[src/rtl/core/zero_empty_slot_table_unit_macros.svh]
// assertion helpers for the slot table unit
`ifndef ZERO_EMPTY_SLOT_TABLE_UNIT_MACROS_SVH
`define ZERO_EMPTY_SLOT_TABLE_UNIT_MACROS_SVH

// same-cycle implication, checked on clk, quiet while in reset
`define ZESTU_ASSERT_NOW(lbl, ante, cons, msg) \
	lbl: assert property (@(posedge clk) disable iff (!arst_n) (ante) |-> (cons)) \
	else $error(msg);

// next-cycle implication, checked on clk, quiet while in reset
`define ZESTU_ASSERT_NEXT(lbl, ante, cons, msg) \
	lbl: assert property (@(posedge clk) disable iff (!arst_n) (ante) |=> (cons)) \
	else $error(msg);

`endif

[src/rtl/core/zestu_pkg.sv]
`default_nettype none
package zestu_pkg;

	// table geometry
	localparam int CAPACITY = 16;
	localparam int POS_W = $clog2(CAPACITY);
	localparam int SIZE_W = 5;
	localparam int REQ_W = 3;
	localparam int IDX_W = 8;
	localparam int VAL_W = 32;
	localparam int STAT_W = 3;

	localparam logic [SIZE_W-1:0] SIZE_RESET = SIZE_W'(16);
	localparam logic [SIZE_W-1:0] SIZE_CAP = SIZE_W'(CAPACITY);

	// request codes
	localparam logic [REQ_W-1:0] REQ_INSERT = 3'd0;
	localparam logic [REQ_W-1:0] REQ_EXCLUDE = 3'd1;
	localparam logic [REQ_W-1:0] REQ_PUSH = 3'd2;
	localparam logic [REQ_W-1:0] REQ_UPDATE = 3'd3;
	localparam logic [REQ_W-1:0] REQ_CLEAR = 3'd4;

	// status codes
	localparam logic [STAT_W-1:0] ST_SUCCESS = 3'd0;
	localparam logic [STAT_W-1:0] ST_INVALID = 3'd1;
	localparam logic [STAT_W-1:0] ST_OCCUPIED = 3'd2;
	localparam logic [STAT_W-1:0] ST_EMPTY = 3'd3;
	localparam logic [STAT_W-1:0] ST_FULL = 3'd4;

	// controller states
	typedef enum logic {
		S_IDLE,
		S_EXEC
	} state_t;

	// commands from controller to datapath
	typedef struct packed {
		logic load;
		logic exec;
	} dp_cmd_t;

endpackage
`default_nettype wire

[src/rtl/core/zestu_ctrl.sv]
`default_nettype none
module zestu_ctrl (
	input  wire logic                clk,
	input  wire logic                arst_n,
	input  wire logic                in_valid,
	output logic                     in_stall,
	output logic                     out_valid,
	input  wire logic                out_stall,
	output zestu_pkg::dp_cmd_t       cmd
);

	zestu_pkg::state_t state_q, state_d;
	logic out_valid_q, out_valid_d;

	// state and result-valid registers
	always_ff @(posedge clk or negedge arst_n) begin
		if (!arst_n) begin
			state_q <= zestu_pkg::S_IDLE;
			out_valid_q <= 1'b0;
		end else begin
			state_q <= state_d;
			out_valid_q <= out_valid_d;
		end
	end

	// next state and commands
	always_comb begin
		state_d = state_q;
		out_valid_d = out_valid_q;
		cmd = '0;
		in_stall = 1'b1;
		// an output beat taken frees the result register
		if (out_valid_q && !out_stall) begin
			out_valid_d = 1'b0;
		end
		case (state_q)
			zestu_pkg::S_IDLE: begin
				in_stall = 1'b0;
				if (in_valid) begin
					cmd.load = 1'b1;
					state_d = zestu_pkg::S_EXEC;
				end
			end
			zestu_pkg::S_EXEC: begin
				if (!out_valid_q || !out_stall) begin
					cmd.exec = 1'b1;
					out_valid_d = 1'b1;
					state_d = zestu_pkg::S_IDLE;
				end
			end
			default: begin
				state_d = zestu_pkg::S_IDLE;
			end
		endcase
	end

	assign out_valid = out_valid_q;

endmodule
`default_nettype wire

[src/rtl/core/zestu_dp.sv]
`default_nettype none
module zestu_dp (
	input  wire logic                                clk,
	input  wire logic                                arst_n,
	input  wire zestu_pkg::dp_cmd_t                  cmd,
	input  wire logic                                cfg_we,
	input  wire logic [zestu_pkg::SIZE_W-1:0]        cfg_wdata,
	input  wire logic [zestu_pkg::REQ_W-1:0]         req_type,
	input  wire logic signed [zestu_pkg::IDX_W-1:0]  slot_index,
	input  wire logic signed [zestu_pkg::VAL_W-1:0]  value,
	output logic [zestu_pkg::STAT_W-1:0]             status
);

	// request latched at the input beat; only whether the word is nonzero matters
	logic [zestu_pkg::REQ_W-1:0] req_q;
	logic [zestu_pkg::IDX_W-1:0] idx_q;
	logic nz_q;
	logic [zestu_pkg::STAT_W-1:0] status_q;

	// occupancy bit per slot (slot holds a nonzero word) and active size
	logic [zestu_pkg::CAPACITY-1:0] occ_q, occ_d;
	logic [zestu_pkg::SIZE_W-1:0] size_q;

	logic [zestu_pkg::SIZE_W-1:0] eff;
	logic [zestu_pkg::CAPACITY-1:0] in_range, free;
	logic idx_ok, found;
	logic [zestu_pkg::POS_W-1:0] pos, fpos;
	logic [zestu_pkg::STAT_W-1:0] st_d;

	// request capture
	always_ff @(posedge clk) begin
		if (cmd.load) begin
			req_q <= req_type;
			idx_q <= slot_index;
			nz_q <= |value;
		end
		if (cmd.exec) begin
			status_q <= st_d;
		end
	end

	// table state
	always_ff @(posedge clk or negedge arst_n) begin
		if (!arst_n) begin
			occ_q <= '0;
			size_q <= zestu_pkg::SIZE_RESET;
		end else if (cfg_we) begin
			occ_q <= '0;
			size_q <= cfg_wdata;
		end else if (cmd.exec) begin
			occ_q <= occ_d;
		end
	end

	// effective size, slot range mask and index check
	always_comb begin
		eff = (size_q > zestu_pkg::SIZE_CAP) ? zestu_pkg::SIZE_CAP : size_q;
		for (int i = 0; i < zestu_pkg::CAPACITY; i++) begin
			in_range[i] = (i < int'(eff));
		end
		idx_ok = !idx_q[zestu_pkg::IDX_W-1]
			&& ({1'b0, idx_q[zestu_pkg::IDX_W-2:0]} < zestu_pkg::IDX_W'(eff));
		pos = zestu_pkg::POS_W'(idx_q[zestu_pkg::IDX_W-2:0]);
	end

	// priority encoder for the lowest free slot
	always_comb begin
		free = ~occ_q & in_range;
		found = 1'b0;
		fpos = '0;
		for (int i = zestu_pkg::CAPACITY - 1; i >= 0; i--) begin
			if (free[i]) begin
				found = 1'b1;
				fpos = zestu_pkg::POS_W'(i);
			end
		end
	end

	// request execution
	always_comb begin
		occ_d = occ_q;
		st_d = zestu_pkg::ST_INVALID;
		case (req_q)
			zestu_pkg::REQ_INSERT: begin
				if (idx_ok) begin
					if (occ_q[pos]) begin
						st_d = zestu_pkg::ST_OCCUPIED;
					end else begin
						occ_d[pos] = nz_q;
						st_d = zestu_pkg::ST_SUCCESS;
					end
				end
			end
			zestu_pkg::REQ_EXCLUDE: begin
				if (idx_ok) begin
					if (!occ_q[pos]) begin
						st_d = zestu_pkg::ST_EMPTY;
					end else begin
						occ_d[pos] = 1'b0;
						st_d = zestu_pkg::ST_SUCCESS;
					end
				end
			end
			zestu_pkg::REQ_PUSH: begin
				if (found) begin
					occ_d[fpos] = nz_q;
					st_d = zestu_pkg::ST_SUCCESS;
				end else begin
					st_d = zestu_pkg::ST_FULL;
				end
			end
			zestu_pkg::REQ_UPDATE: begin
				if (idx_ok) begin
					occ_d[pos] = nz_q;
					st_d = zestu_pkg::ST_SUCCESS;
				end
			end
			zestu_pkg::REQ_CLEAR: begin
				occ_d = '0;
				st_d = zestu_pkg::ST_SUCCESS;
			end
			default: begin
				st_d = zestu_pkg::ST_INVALID;
			end
		endcase
	end

	assign status = status_q;

endmodule
`default_nettype wire

[src/rtl/core/zero_empty_slot_table_unit.sv]
// Slot table of 16 signed 32-bit words where zero marks an empty slot; each
// request beat (insert, exclude, push, update, clear all) returns one status
// beat. A request is captured in the idle state; the execute state then runs the
// occupancy check, the lowest-free-slot priority encoder and the update, so
// the block takes no new request before the last one has run. The status sits in
// an output register, so the next request is taken while it waits. A write
// of cfg_wdata sets the active size and empties the table in the same cycle;
// write it only while no request is in flight.
`default_nettype none
`include "zero_empty_slot_table_unit_macros.svh"
module zero_empty_slot_table_unit (
	input  wire logic                                clk,
	input  wire logic                                arst_n,
	input  wire logic                                cfg_we,
	input  wire logic [zestu_pkg::SIZE_W-1:0]        cfg_wdata,
	input  wire logic                                in_valid,
	output logic                                     in_stall,
	input  wire logic [zestu_pkg::REQ_W-1:0]         req_type,
	input  wire logic signed [zestu_pkg::IDX_W-1:0]  slot_index,
	input  wire logic signed [zestu_pkg::VAL_W-1:0]  value,
	output logic                                     out_valid,
	input  wire logic                                out_stall,
	output logic [zestu_pkg::STAT_W-1:0]             status
);

	zestu_pkg::dp_cmd_t cmd;

	// sequencer
	zestu_ctrl u_ctrl (
		.clk       (clk),
		.arst_n    (arst_n),
		.in_valid  (in_valid),
		.in_stall  (in_stall),
		.out_valid (out_valid),
		.out_stall (out_stall),
		.cmd       (cmd)
	);

	// occupancy table and status logic
	zestu_dp u_dp (
		.clk        (clk),
		.arst_n     (arst_n),
		.cmd        (cmd),
		.cfg_we     (cfg_we),
		.cfg_wdata  (cfg_wdata),
		.req_type   (req_type),
		.slot_index (slot_index),
		.value      (value),
		.status     (status)
	);

	// checks
	`ZESTU_ASSERT_NEXT(a_busy_after_accept, in_valid && !in_stall, in_stall, "request accepted while busy")
	`ZESTU_ASSERT_NEXT(a_no_early_status, in_valid && !in_stall && !out_valid, !out_valid, "status before execute")
	`ZESTU_ASSERT_NOW(a_status_code, out_valid, status <= zestu_pkg::ST_FULL, "status code out of range")

endmodule
`default_nettype wire

[config.mk]
export PLATFORM = sky130hd
export DESIGN_NAME = zero_empty_slot_table_unit
export DESIGN_NICKNAME = d
export VERILOG_FILES = /design/src/rtl/core/zestu_pkg.sv /design/src/rtl/core/zestu_ctrl.sv /design/src/rtl/core/zestu_dp.sv /design/src/rtl/core/zero_empty_slot_table_unit.sv
export VERILOG_INCLUDE_DIRS = /design/src /design/src/rtl/core
export SDC_FILE = /design/constraint.sdc
export NUM_CORES = 1
export LEC_CHECK = 0
export ABC_AREA = 1
export BUFFER_PORTS_ARGS = -buffer_cell sky130_fd_sc_hd__buf_2
export CAP_MARGIN = 40
export CORE_ASPECT_RATIO = 1.1
export CORE_MARGIN = 2
export CORE_UTILIZATION = 50
export DETAILED_ROUTE_END_ITERATION = 8
export PLACE_DENSITY = 0.73
export SETUP_SLACK_MARGIN = 0.1
export SLEW_MARGIN = 40
export SYNTH_ARGS = -nofsm -noshare
export SYNTH_HDL_FRONTEND = slang
export SYNTH_HIERARCHICAL = 1
export SYNTH_SLANG_ARGS = --single-unit
[constraint.sdc]
create_clock -name clk -period 6.8 [get_ports clk]
set_input_delay 1.36 -clock clk [delete_from_list [all_inputs] [get_ports clk]]
set_output_delay 1.36 -clock clk [all_outputs]
set_load 0.02 [all_outputs]
==> metrics.md, run 1 <==
| Metric | Value |
|---|---|
| H-tree Lvls | `2` |
| GRT Residual Overflow | `0` |
| Critical Path End | `u_dp/occ_q[11]$_DFFE_PN0P_` |
| Final hold violation count | `0` |
| WL/cell | `15.1 µm` |
| Synth Instances | `512` |
| Clock power share | `33.5%` |
| Final net count | `619` |
| Final-report setup violation count | `0` |
| Combinational group share of total power | `28.1%` |
| Max-Cap Viols | `0` |
| Mapped Nets | `569` |
| Max frequency | `277 MHz` |
| Resize count post-CTS | `0` |
| Syn_area_per_cell | `6.43 µm²` |
| Clk buf depth | `2` |
| Hold_buf cts | `0` |
| CP Capture Type | `register` |
| IO buf count | `57` |
| Power per cell area | `189 nW/µm²` |
| Synth Register Bits | `38` |
| Vias per cell | `5.74` |
| Vert. Die Dim | `89.1 µm` |
| DRC | `0` |
| Final Cycle Share | `53.1%` |
| Ys flop type | `dfrtp_1` |
| Vias in the first global route | `3232` |
| Synth Cell Area | `3290 µm²` |
| Post-synth top cells | `nand2_1, inv_1, nor2_1` |
| Clock Skew | `0.00556 ns` |
| R2r setup slk | `3.19 ns` |
| TNS Setup | `0 ns` |
| Launching element type of the critical path | `register` |
| CTS tree | `built` |
| Non-Filler Cell Area, Final | `3760 µm²` |
| Die Area | `7250 µm²` |
| FF-to-FF End | `u_dp/occ_q[11]$_DFFE_PN0P_` |
| Layout cells sized above 1 | `18.3%` |
| Die X | `81.4 µm` |
| Antenna Cells | `0` |
| Row cnt | `31` |
| Ports | `58` |
| Placed inst area | `3620 µm²` |
| P_sw | `0.000243 W` |
| Depth of the worst register-to-register path | `11` |
| RSZ-0062 raised after global routing | `no` |
| Final HPWL DP | `7210 µm` |
| Post-layout min period | `3.61 ns` |
| CP Max Fanout | `17` |
| Ys async rst share | `60.5%` |
| Vias | `3705` |
| Global placement routability congestion | `0.999` |
| GR Util All Layers | `28.5%` |
| Register share of total power | `38.4%` |
| CTS Sinks | `38` |
| Non-filler cells, final | `645` |
| Crit Path Class | `reg -> reg` |
| DR pass1 iterations | `6` |
| Crit path DAT | `3.81 ns` |
| Starting Density | `50.8%` |
| Initial antenna violation count | `0` |
| Critical Path RT | `6.99 ns` |
| Top cells by area, synth | `dfrtp_1, nand2_1, edfxtp_1` |
| Peak supply drop | `0.126 mV` |
| Setup Buffers After CTS | `0` |
| Switch share | `34.1%` |
| Post-route antenna net violation count | `0` |
| Hold crit path type | `reg -> reg` |
| Pwr Total | `0.000711 W` |
| Most frequent cell after synthesis | `nand2_1` |
| PnR worst setup slack | `3.19 ns` |
| Number of instances in the placed design | `637` |
| Status | `complete, no violations` |
| Yosys top cell by area | `dfrtp_1` |
| Clk root buf | `clkbuf_8` |
| Iteration-0 DRC Markers | `326` |
| Wirelength, routed | `9760 µm` |
| Post-synth EDFFs | `15` |
| Reg-to-reg startpoint | `u_dp/size_q[4]$_DFFE_PN1P_` |
| Clock-pin slew on the worst setup and hold paths | `0.09 ns` |
| Post-synth cell types | `38` |
| Top cell type's share of synthesized area | `16.7%` |
| Clk Latency, worst-skew pair | `0.30 ns` |
| Seq/Total Area, Yosys | `31.2%` |
| Internal power | `0.000469 W` |
| CTS Buf Count | `5` |
| Syn-to-layout area delta | `14.1%` |
| Largest net degree at the start of global routing | `24` |
| Leakage | `1.80 nW` |
| Crit path from | `u_dp/size_q[4]$_DFFE_PN1P_` |
| Wire length of the first global-routing pass | `15800 µm` |
| Core area | `6480 µm²` |
| Final Max Slew Viols | `0` |
| Yosys warns | `6` |
| Slew margin rel. | `51.7%` |
| Worst-Margin Slew | `0.724 ns` |
| DP Worst Slack | `3.18 ns` |
[power groups by stage]
stage / clock network, W / logic (W) / registers (W)
detailed placement: 0 / 0.000196 / 0.000278
CTS: 0.000241 / 0.000196 / 0.000273
global placement: 0 / 0.000192 / 0.000277
global route: 0.000250 / 0.000224 / 0.000276
floorplan: 0 / 0.000138 / 0.000279
finish: 0.000238 / 0.000200 / 0.000273
[worst min path at each step]
stage                                       to  cells past startpoint  slack [ns]                       start
global route        u_dp/occ_q[13]$_DFFE_PN0P_                      2        0.51  u_dp/occ_q[13]$_DFFE_PN0P_
CTS                  u_dp/occ_q[0]$_DFFE_PN0P_                      2        0.49   u_dp/occ_q[0]$_DFFE_PN0P_
finish               u_dp/occ_q[0]$_DFFE_PN0P_                      2        0.48   u_dp/occ_q[0]$_DFFE_PN0P_
global placement     u_dp/occ_q[0]$_DFFE_PN0P_                      2        0.46   u_dp/occ_q[0]$_DFFE_PN0P_
detailed placement   u_dp/occ_q[0]$_DFFE_PN0P_                      2        0.47   u_dp/occ_q[0]$_DFFE_PN0P_
floorplan            u_dp/occ_q[0]$_DFFE_PN0P_                      2        0.45   u_dp/occ_q[0]$_DFFE_PN0P_
[cell type report]
type,instances,area [µm²]
Clock buffer,5,68.8
Clock inverter,3,68.8
Fill cell,613,2720
Inverter,69,259
Multi-Input combinational cell,389,1930
Sequential cell,38,1030
Tap cell,82,103
Timing Repair Buffer,59,300
[kinds of logic (layout without fill, tap and decap cells)]
group | count (synthesis) | count (layout) | synth area share [%]
compound gates | 87 | 87 | 15.5
fa+ha+maj | 4 | 4 | 1.52
buf+inv | 85 | 136 | 10.2
flops | 38 | 38 | 31.2
simple gates | 298 | 298 | 41.5
[cell usage in the layout (no fill, tap or decap), drive strengths merged]
cell	instances
nand3	38
clkbuf	5
edfxtp	15
a31oi	7
a211o	1
or2	2
ha	4
dfstp	1
clkinv	3
a21oi	20
o21bai	2
buf	59
o221ai	1
a21boi	1
o211ai	1
dfrtp	22
nand2	147
or3	1
bufinv	2
nor3	13
nor2	64
o2111ai	1
nor4	8
o21ai	41
inv	67
o22ai	8
nand4	25
o31ai	3
a211oi	1
[stage by stage]
stage | utilization (%) | hold slack [ns]
floorplan | - | 0.448
global placement | 55.8 | 0.461
detailed placement | 55.8 | 0.465
CTS | 58.0 | 0.489
global route | 58.0 | 0.507
finish | 58.0 | 0.482
[flip-flops by register name, summed over array words and instances, names as in the netlist]
signal,count
u_ctrl/out_valid,1
u_ctrl/state_q,1
u_dp/idx_q,8
u_dp/nz_q,1
u_dp/occ_q,16
u_dp/req_q,3
u_dp/size_q,5
u_dp/status,3
[per-layer routing]
| metal | up-vias | GRT usage (%) | share of wire (%) |
|---|---|---|---|
| met5 | - | 0 | 0 |
| met4 | 0 | 7.86 | 2.3 |
| li1 | 1812 | - | - |
| met2 | 227 | 47.2 | 46 |
| met1 | 1644 | 39.4 | 42 |
| met3 | 22 | 3.54 | 9.4 |
[worst max-delay path, stage by stage (launching register included)]
cell,delay [ns]
dfstp_2,0.63
inv_2,0.10
ha_1,0.30
a211o_1,0.25
or3_1,0.31
a31oi_1,0.26
o221ai_2,0.17
nor3_4,0.57
or2_1,0.67
nand2_1,0.11
nand2_1,0.09
nand2_1,0.05
No activity file was read; power rests on OpenSTA's default activity.
==> run 2, diff against run 1 <==
ABC_AREA = 0   (was 1)
clock period = 3.6 ns   (was 6.8 ns; I/O delays follow)
==> metrics.md, run 2 <==
| Metric | Value |
|---|---|
| Mapped Nets | `441 (-22%)` |
| H-tree Lvls | `2 (unchanged)` |
| Launching element type of the critical path | `register` |
| Hold crit path type | `in -> async` |
| Vias per cell | `6.98 (+21%)` |
| Initial antenna violation count | `0 (unchanged)` |
| Synth Cell Area | `3260 µm² (-1.0%)` |
| Critical Path RT | `3.79 ns (-3.20 ns)` |
| Antenna Cells | `0 (unchanged)` |
| Die Area | `7180 µm² (-0.98%)` |
| Post-route antenna net violation count | `0 (unchanged)` |
| Slew margin rel. | `48.6% (-3.1 points)` |
| Non-Filler Cell Area, Final | `3720 µm² (-1.1%)` |
| Post-layout min period | `3.09 ns (-0.522 ns)` |
| Vias | `3600 (-2.8%)` |
| Largest reg by FF count | `u_dp/occ_q` |
| Top Registers | `u_dp/occ_q x16, u_dp/idx_q x8, u_dp/size_q x5` |
| Top cells by area, synth | `dfrtp_1, edfxtp_1, a21oi_1` |
| Iteration-0 DRC Markers | `602 (+85%)` |
| CTS Sinks | `38 (unchanged)` |
| Seq/Total Area, Yosys | `31.5% (+0.32 points)` |
| Post-synth cell types | `78 (+110%)` |
| DRC | `0 (unchanged)` |
| RSZ-0062 raised after global routing | `no` |
| CTS Buf Count | `5 (unchanged)` |
| GRT Residual Overflow | `0 (unchanged)` |
| Vias in the first global route | `3352 (+3.7%)` |
| Row cnt | `30 (-3.2%)` |
| Wire length of the first global-routing pass | `17100 µm (+8.6%)` |
| Clk buf depth | `2 (unchanged)` |
| Largest net degree at the start of global routing | `24 (unchanged)` |
| Setup Buffers After CTS | `0 (unchanged)` |
| Final HPWL DP | `7770 µm (+7.8%)` |
| Most frequent cells in the layout | `buf_2, nand2_1, a21oi_1` |
| Final-report setup violation count | `0 (unchanged)` |
| Final Max Slew Viols | `0 (unchanged)` |
| Synth Instances | `384 (-25%)` |
| Worst-Margin Slew | `0.764 ns (+0.0398 ns)` |
| Ports | `58 (unchanged)` |
| GR Util All Layers | `31.5% (+3.0 points)` |
| Ys async rst share | `60.5% (unchanged)` |
| CTS tree | `built` |
| IO buf count | `57 (unchanged)` |
| Largest register FFs | `16 (unchanged)` |
| Vert. Die Dim | `88.7 µm (-0.49%)` |
| CP Max Fanout | `14 (-3)` |
| WL/cell | `20.3 µm (+34%)` |
| Top cell type's share of synthesized area | `16.9% (+0.17 points)` |
| Utilization after layout | `59.7% (+1.7 points)` |
| Final Cycle Share | `85.8% (+33 points)` |
| DR pass1 iterations | `6 (unchanged)` |
| Pwr Total | `0.00126 W (+77%)` |
| Die X | `81.0 µm (-0.49%)` |
| TNS Setup | `0 ns (unchanged)` |
| Final hold violation count | `0 (unchanged)` |
| Peak supply drop | `0.227 mV (+81%)` |
| Starting Density | `52.3% (+1.5 points)` |
| Max frequency | `324 MHz (+17%)` |
| Status | `complete, no violations` |
| Crit Path Class | `reg -> reg` |
| Most frequent cell after synthesis | `nand2_1` |
| Placed inst area | `3600 µm² (-0.45%)` |
| Wirelength, routed | `10500 µm (+7.4%)` |
| Global placement routability congestion | `0.959 (-3.9%)` |
| Ys flop type | `dfrtp_1` |
| Leakage | `1.41 nW (-22%)` |
| Syn_area_per_cell | `8.48 µm² (+32%)` |
| Synth Register Bits | `38 (unchanged)` |
| Clock Skew | `0.00856 ns (+0.00300 ns)` |
| Clock-pin slew on the worst setup and hold paths | `0.08 ns (about the same)` |
| Clk root buf | `clkbuf_8` |
| Core area | `6230 µm² (-3.8%)` |
| Layout cells sized above 1 | `24.1% (+5.8 points)` |
| Power per cell area | `338 nW/µm² (+79%)` |
| Syn-to-layout area delta | `14.1% (about the same)` |
| Yosys warns | `6 (unchanged)` |
| CP Capture Type | `register` |
| Clk Latency, worst-skew pair | `0.29 ns (about the same)` |
| Final net count | `492 (-21%)` |
| Yosys top cell by area | `dfrtp_1` |
| Post-synth EDFFs | `15 (unchanged)` |
| Max-Cap Viols | `0 (unchanged)` |
| Post-synth top cells | `nand2_1, a21oi_1, nor2_1` |
| Crit path DAT | `3.28 ns (-0.53 ns)` |
| Commonest non-fill, non-tap cell in the layout | `buf_2` |
run 2: cell types whose count changed after synthesis, sizes merged, moves of 19 or more:
cell,change
nand3,-29
a21oi,+22
nand2,-103
inv,-59
nand4,-19
nor2,-39
run 2: worst max-delay path, cell delays in order, from the launching register on:
cell	delay, ns
dfstp_2	0.71
inv_2	0.13
ha_1	0.20
nor4_1	0.37
o21ai_0	0.19
a21oi_1	0.22
o31ai_1	0.17
nor3_4	0.48
nand2_1	0.18
o32ai_1	0.34
run 2: path summary, 6_finish.rpt:
check | from | endpoint | slack [ns] | cells past startpoint
worst max-delay path | u_dp/size_q[4]$_DFFE_PN1P_ | u_dp/occ_q[7]$_DFFE_PN0P_ | 0.51 | 9
worst min-delay path | arst_n | u_ctrl/state_q$_DFF_PN0_ | 0.41 | 1
worst max register to register | u_dp/size_q[4]$_DFFE_PN1P_ | u_dp/occ_q[7]$_DFFE_PN0P_ | 0.51 | 9
worst min register to register | u_ctrl/out_valid$_DFF_PN0_ | u_ctrl/out_valid$_DFF_PN0_ | 0.55 | 1
max in group asynchronous | arst_n | u_dp/size_q[4]$_DFFE_PN1P_ | 2.82 | 1
min in group clk | u_ctrl/out_valid$_DFF_PN0_ | u_ctrl/out_valid$_DFF_PN0_ | 0.55 | 1
run 2: layer usage:
layer  part of all wire [%]  global-route usage (%)  vias up
li1                       -                       -     1601
met1                     37                    41.6     1651
met2                     45                    50.6      285
met3                     12                    5.31       63
met4                    5.5                    14.6        0
met5                      0                       0        -
run 2: where the power goes:
part | internal (W) | switching (W) | total (W)
clock network | 0.000207 | 0.000160 | 0.000367
logic | 0.000136 | 0.000210 | 0.000346
registers | 0.000484 | 0.0000594 | 0.000544
total | 0.000828 | 0.000430 | 0.00126
run 2: cell type report:
class / instances / area (µm²)
Sequential cell: 38 / 1030
Inverter: 8 / 30.0
Clock inverter: 2 / 37.5
Clock buffer: 6 / 72.6
Fill cell: 572 / 2510
Timing Repair Buffer: 68 / 368
Tap cell: 80 / 100
Multi-Input combinational cell: 314 / 2080
run 2: kinds of logic (layout without fill, tap and decap cells):
group / Yosys count / count (layout) / synth area share, %
simple gates: 155 / 155 / 25.3
flops: 38 / 38 / 31.5
buf+inv: 32 / 84 / 4.84
compound gates: 144 / 144 / 31.8
mux: 7 / 7 / 3.80
fa+ha+maj: 8 / 8 / 2.77
run 2: repair_timing:
item | CTS | global route
endpoints found under the hold margin | 0 | 0
hold buffers | 0 | 0
resized for setup | 0 | 1
endpoints found under the setup margin | 0 | 1
run 2: stage by stage:
step	std cells	setup slack (ns)	hold WS, ns
after CTS	516	0.382	0.432
after floorplan	384	1.05	0.424
after detailed placement	508	0.409	0.529
after global placement	508	0.552	0.528
after global routing	516	0.268	0.450
final	516	0.510	0.408
==> run 3, diff against run 2 <==
CTS_BUF_LIST = sky130_fd_sc_hd__clkbuf_8   (was not set)
==> metrics.md, run 3 (synthesized netlist as in run 2, its figures left out) <==
| Metric | Value |
|---|---|
| Die Area | `7180 µm² (unchanged)` |
| Top Registers | `u_dp/occ_q x16, u_dp/idx_q x8, u_dp/size_q x5` |
| Number of instances in the placed design | `508 (unchanged)` |
| Met1 GRT Util | `41.6% (unchanged)` |
| PnR worst setup slack | `0.494 ns (-0.0159 ns)` |
| Peak supply drop | `0.226 mV (-0.80%)` |
| Largest net degree at the start of global routing | `24 (unchanged)` |
| Power per cell area | `339 nW/µm² (+0.11%)` |
| Most frequent cells in the layout | `buf_2, nand2_1, a21oi_1` |
| GR Util All Layers | `31.5% (unchanged)` |
| Max-Cap Viols | `0 (unchanged)` |
| Clk buf depth | `2 (unchanged)` |
| Row cnt | `30 (unchanged)` |
| Utilization after layout | `59.7% (unchanged)` |
| Max frequency | `322 MHz (-0.51%)` |
| Syn-to-layout area delta | `14.1% (unchanged)` |
| Hold crit path type | `in -> async` |
| Final Max Slew Viols | `0 (unchanged)` |
| Worst-Margin Slew | `0.764 ns (+0.000287 ns)` |
| R2r setup slk | `0.49 ns (-0.02 ns)` |
| Final hold violation count | `0 (unchanged)` |
| Vias in the first global route | `3352 (unchanged)` |
| Iteration-0 DRC Markers | `604 (+0.33%)` |
| Vias | `3642 (+1.2%)` |
| Vert. Die Dim | `88.7 µm (unchanged)` |
| RSZ-0062 raised after global routing | `no` |
| Clk root buf | `clkbuf_8` |
| Clk Latency, worst-skew pair | `0.30 ns (about the same)` |
| Final net count | `492 (unchanged)` |
| Critical Path RT | `3.80 ns (about the same)` |
| DR pass1 iterations | `7 (+1)` |
| Status | `complete, no violations` |
| Area of the multi-input gates | `2080 µm² (unchanged)` |
| Global placement routability congestion | `0.959 (unchanged)` |
| Layout cells sized above 1 | `24.1% (unchanged)` |
| CP Max Fanout | `14 (unchanged)` |
| Launching element type of the critical path | `register` |
| Largest reg by FF count | `u_dp/occ_q` |
| Largest register FFs | `16 (unchanged)` |
| CTS tree | `built` |
| Storage element area | `1030 µm² (unchanged)` |
| Final HPWL DP | `7770 µm (unchanged)` |
| Vias per cell | `7.06 (+1.2%)` |
| Wire length of the first global-routing pass | `17100 µm (unchanged)` |
| Post-route antenna net violation count | `0 (unchanged)` |
| Core area | `6230 µm² (unchanged)` |
| Clock Skew | `0.0103 ns (+0.00171 ns)` |
| DP Worst Slack | `0.409 ns (unchanged)` |
| Starting Density | `52.3% (unchanged)` |
| Final Cycle Share | `86.3% (+0.44 points)` |
| Setup Buffers After CTS | `0 (unchanged)` |
| GR Util met2 | `50.6% (unchanged)` |
| CTS Buf Count | `5 (unchanged)` |
| CP Capture Type | `register` |
| Ports | `58 (unchanged)` |
| Leakage | `1.41 nW (+0.29%)` |
| Depth of the worst register-to-register path | `9 (unchanged)` |
| Pwr Total | `0.00126 W (+0.11%)` |
| Reg-to-reg startpoint | `u_dp/size_q[4]$_DFFE_PN1P_` |
| Non-filler cells, final | `516 (unchanged)` |
| Wirelength, routed | `10500 µm (+0.45%)` |
| DRC | `0 (unchanged)` |
| Die X | `81.0 µm (unchanged)` |
| Crit path DAT | `3.30 ns (+0.02 ns)` |
| H-tree Lvls | `2 (unchanged)` |
| CTS Sinks | `38 (unchanged)` |
| Initial antenna violation count | `0 (unchanged)` |
| Post-layout min period | `3.11 ns (+0.0159 ns)` |
| Clock-pin slew on the worst setup and hold paths | `0.09 ns (about the same)` |
| Commonest non-fill, non-tap cell in the layout | `buf_2` |
| Peak-usage layer in the global routing report | `met2` |
| Antenna Cells | `0 (unchanged)` |
| GRT Residual Overflow | `0 (unchanged)` |
| Crit Path Class | `reg -> reg` |
| Slew margin rel. | `48.9% (+0.31 points)` |
| Filler Cells Inserted | `572 (unchanged)` |
| WL/cell | `20.4 µm (+0.45%)` |
| IO buf count | `57 (unchanged)` |
| FF-to-FF End | `u_dp/occ_q[7]$_DFFE_PN0P_` |
| Final-report setup violation count | `0 (unchanged)` |
| TNS Setup | `0 ns (unchanged)` |
| Global routing usage on met3 | `5.31% (unchanged)` |
## run 3: cell count changes in the layout (fill, tap and decap cells not counted)
cell      delta
inv_1        +1
clkbuf_1     -1
## run 3: critical path: stages (launching register included)
cell	delay, ns
dfstp_2	0.70
inv_2	0.13
ha_1	0.20
nor4_1	0.37
o21ai_0	0.19
a21oi_1	0.23
o31ai_1	0.17
nor3_4	0.49
nand2_1	0.19
o32ai_1	0.33
## run 3: area by class of cell
cell class / instances / area share, %
inverter: 8 / 0.808
tap: 80 / 2.69
clock buffer: 5 / 1.85
multi-input combinational: 314 / 56.0
timing repair buffer: 68 / 9.90
clock inverter: 3 / 1.11
sequential: 38 / 27.6
## run 3: worst max path at each step
stage / from / endpoint / slack (ns) / depth (start not counted)
after floorplan: u_dp/idx_q[2]$_DFFE_PP_ / u_dp/occ_q[6]$_DFFE_PN0P_ / 1.05 / 9
after global placement: u_dp/idx_q[2]$_DFFE_PP_ / u_dp/occ_q[2]$_DFFE_PN0P_ / 0.55 / 7
after detailed placement: u_dp/size_q[4]$_DFFE_PN1P_ / u_dp/occ_q[7]$_DFFE_PN0P_ / 0.41 / 9
after CTS: u_dp/size_q[4]$_DFFE_PN1P_ / u_dp/occ_q[7]$_DFFE_PN0P_ / 0.38 / 9
after global routing: u_dp/size_q[4]$_DFFE_PN1P_ / u_dp/occ_q[4]$_DFFE_PN0P_ / 0.27 / 9
final: u_dp/size_q[4]$_DFFE_PN1P_ / u_dp/occ_q[7]$_DFFE_PN0P_ / 0.49 / 9
## run 3: what timing repair did
item / in CTS / in global routing
resized for setup: 0 / 1
setup endpoints to repair: 0 / 1
hold buffers: 0 / 0
## run 3: routing by layer
metal | vias up | part of all wire, %
met4 | 0 | 5.6
met3 | 63 | 12
li1 | 1601 | -
met5 | - | 0
met2 | 301 | 45
met1 | 1677 | 38
## run 3: power by group
part | switching [W] | internal [W] | total, W
clock network | 0.000164 | 0.000204 | 0.000368
registers | 0.0000596 | 0.000484 | 0.000544
logic | 0.000210 | 0.000136 | 0.000346
## run 3: metrics by stage
step / cell area, µm² / hold WS, ns
CTS: 3710 / 0.432
global placement: 3600 / 0.528
detailed placement: 3600 / 0.529
finish: 3720 / 0.402
global route: 3720 / 0.450
floorplan: 3260 / 0.424
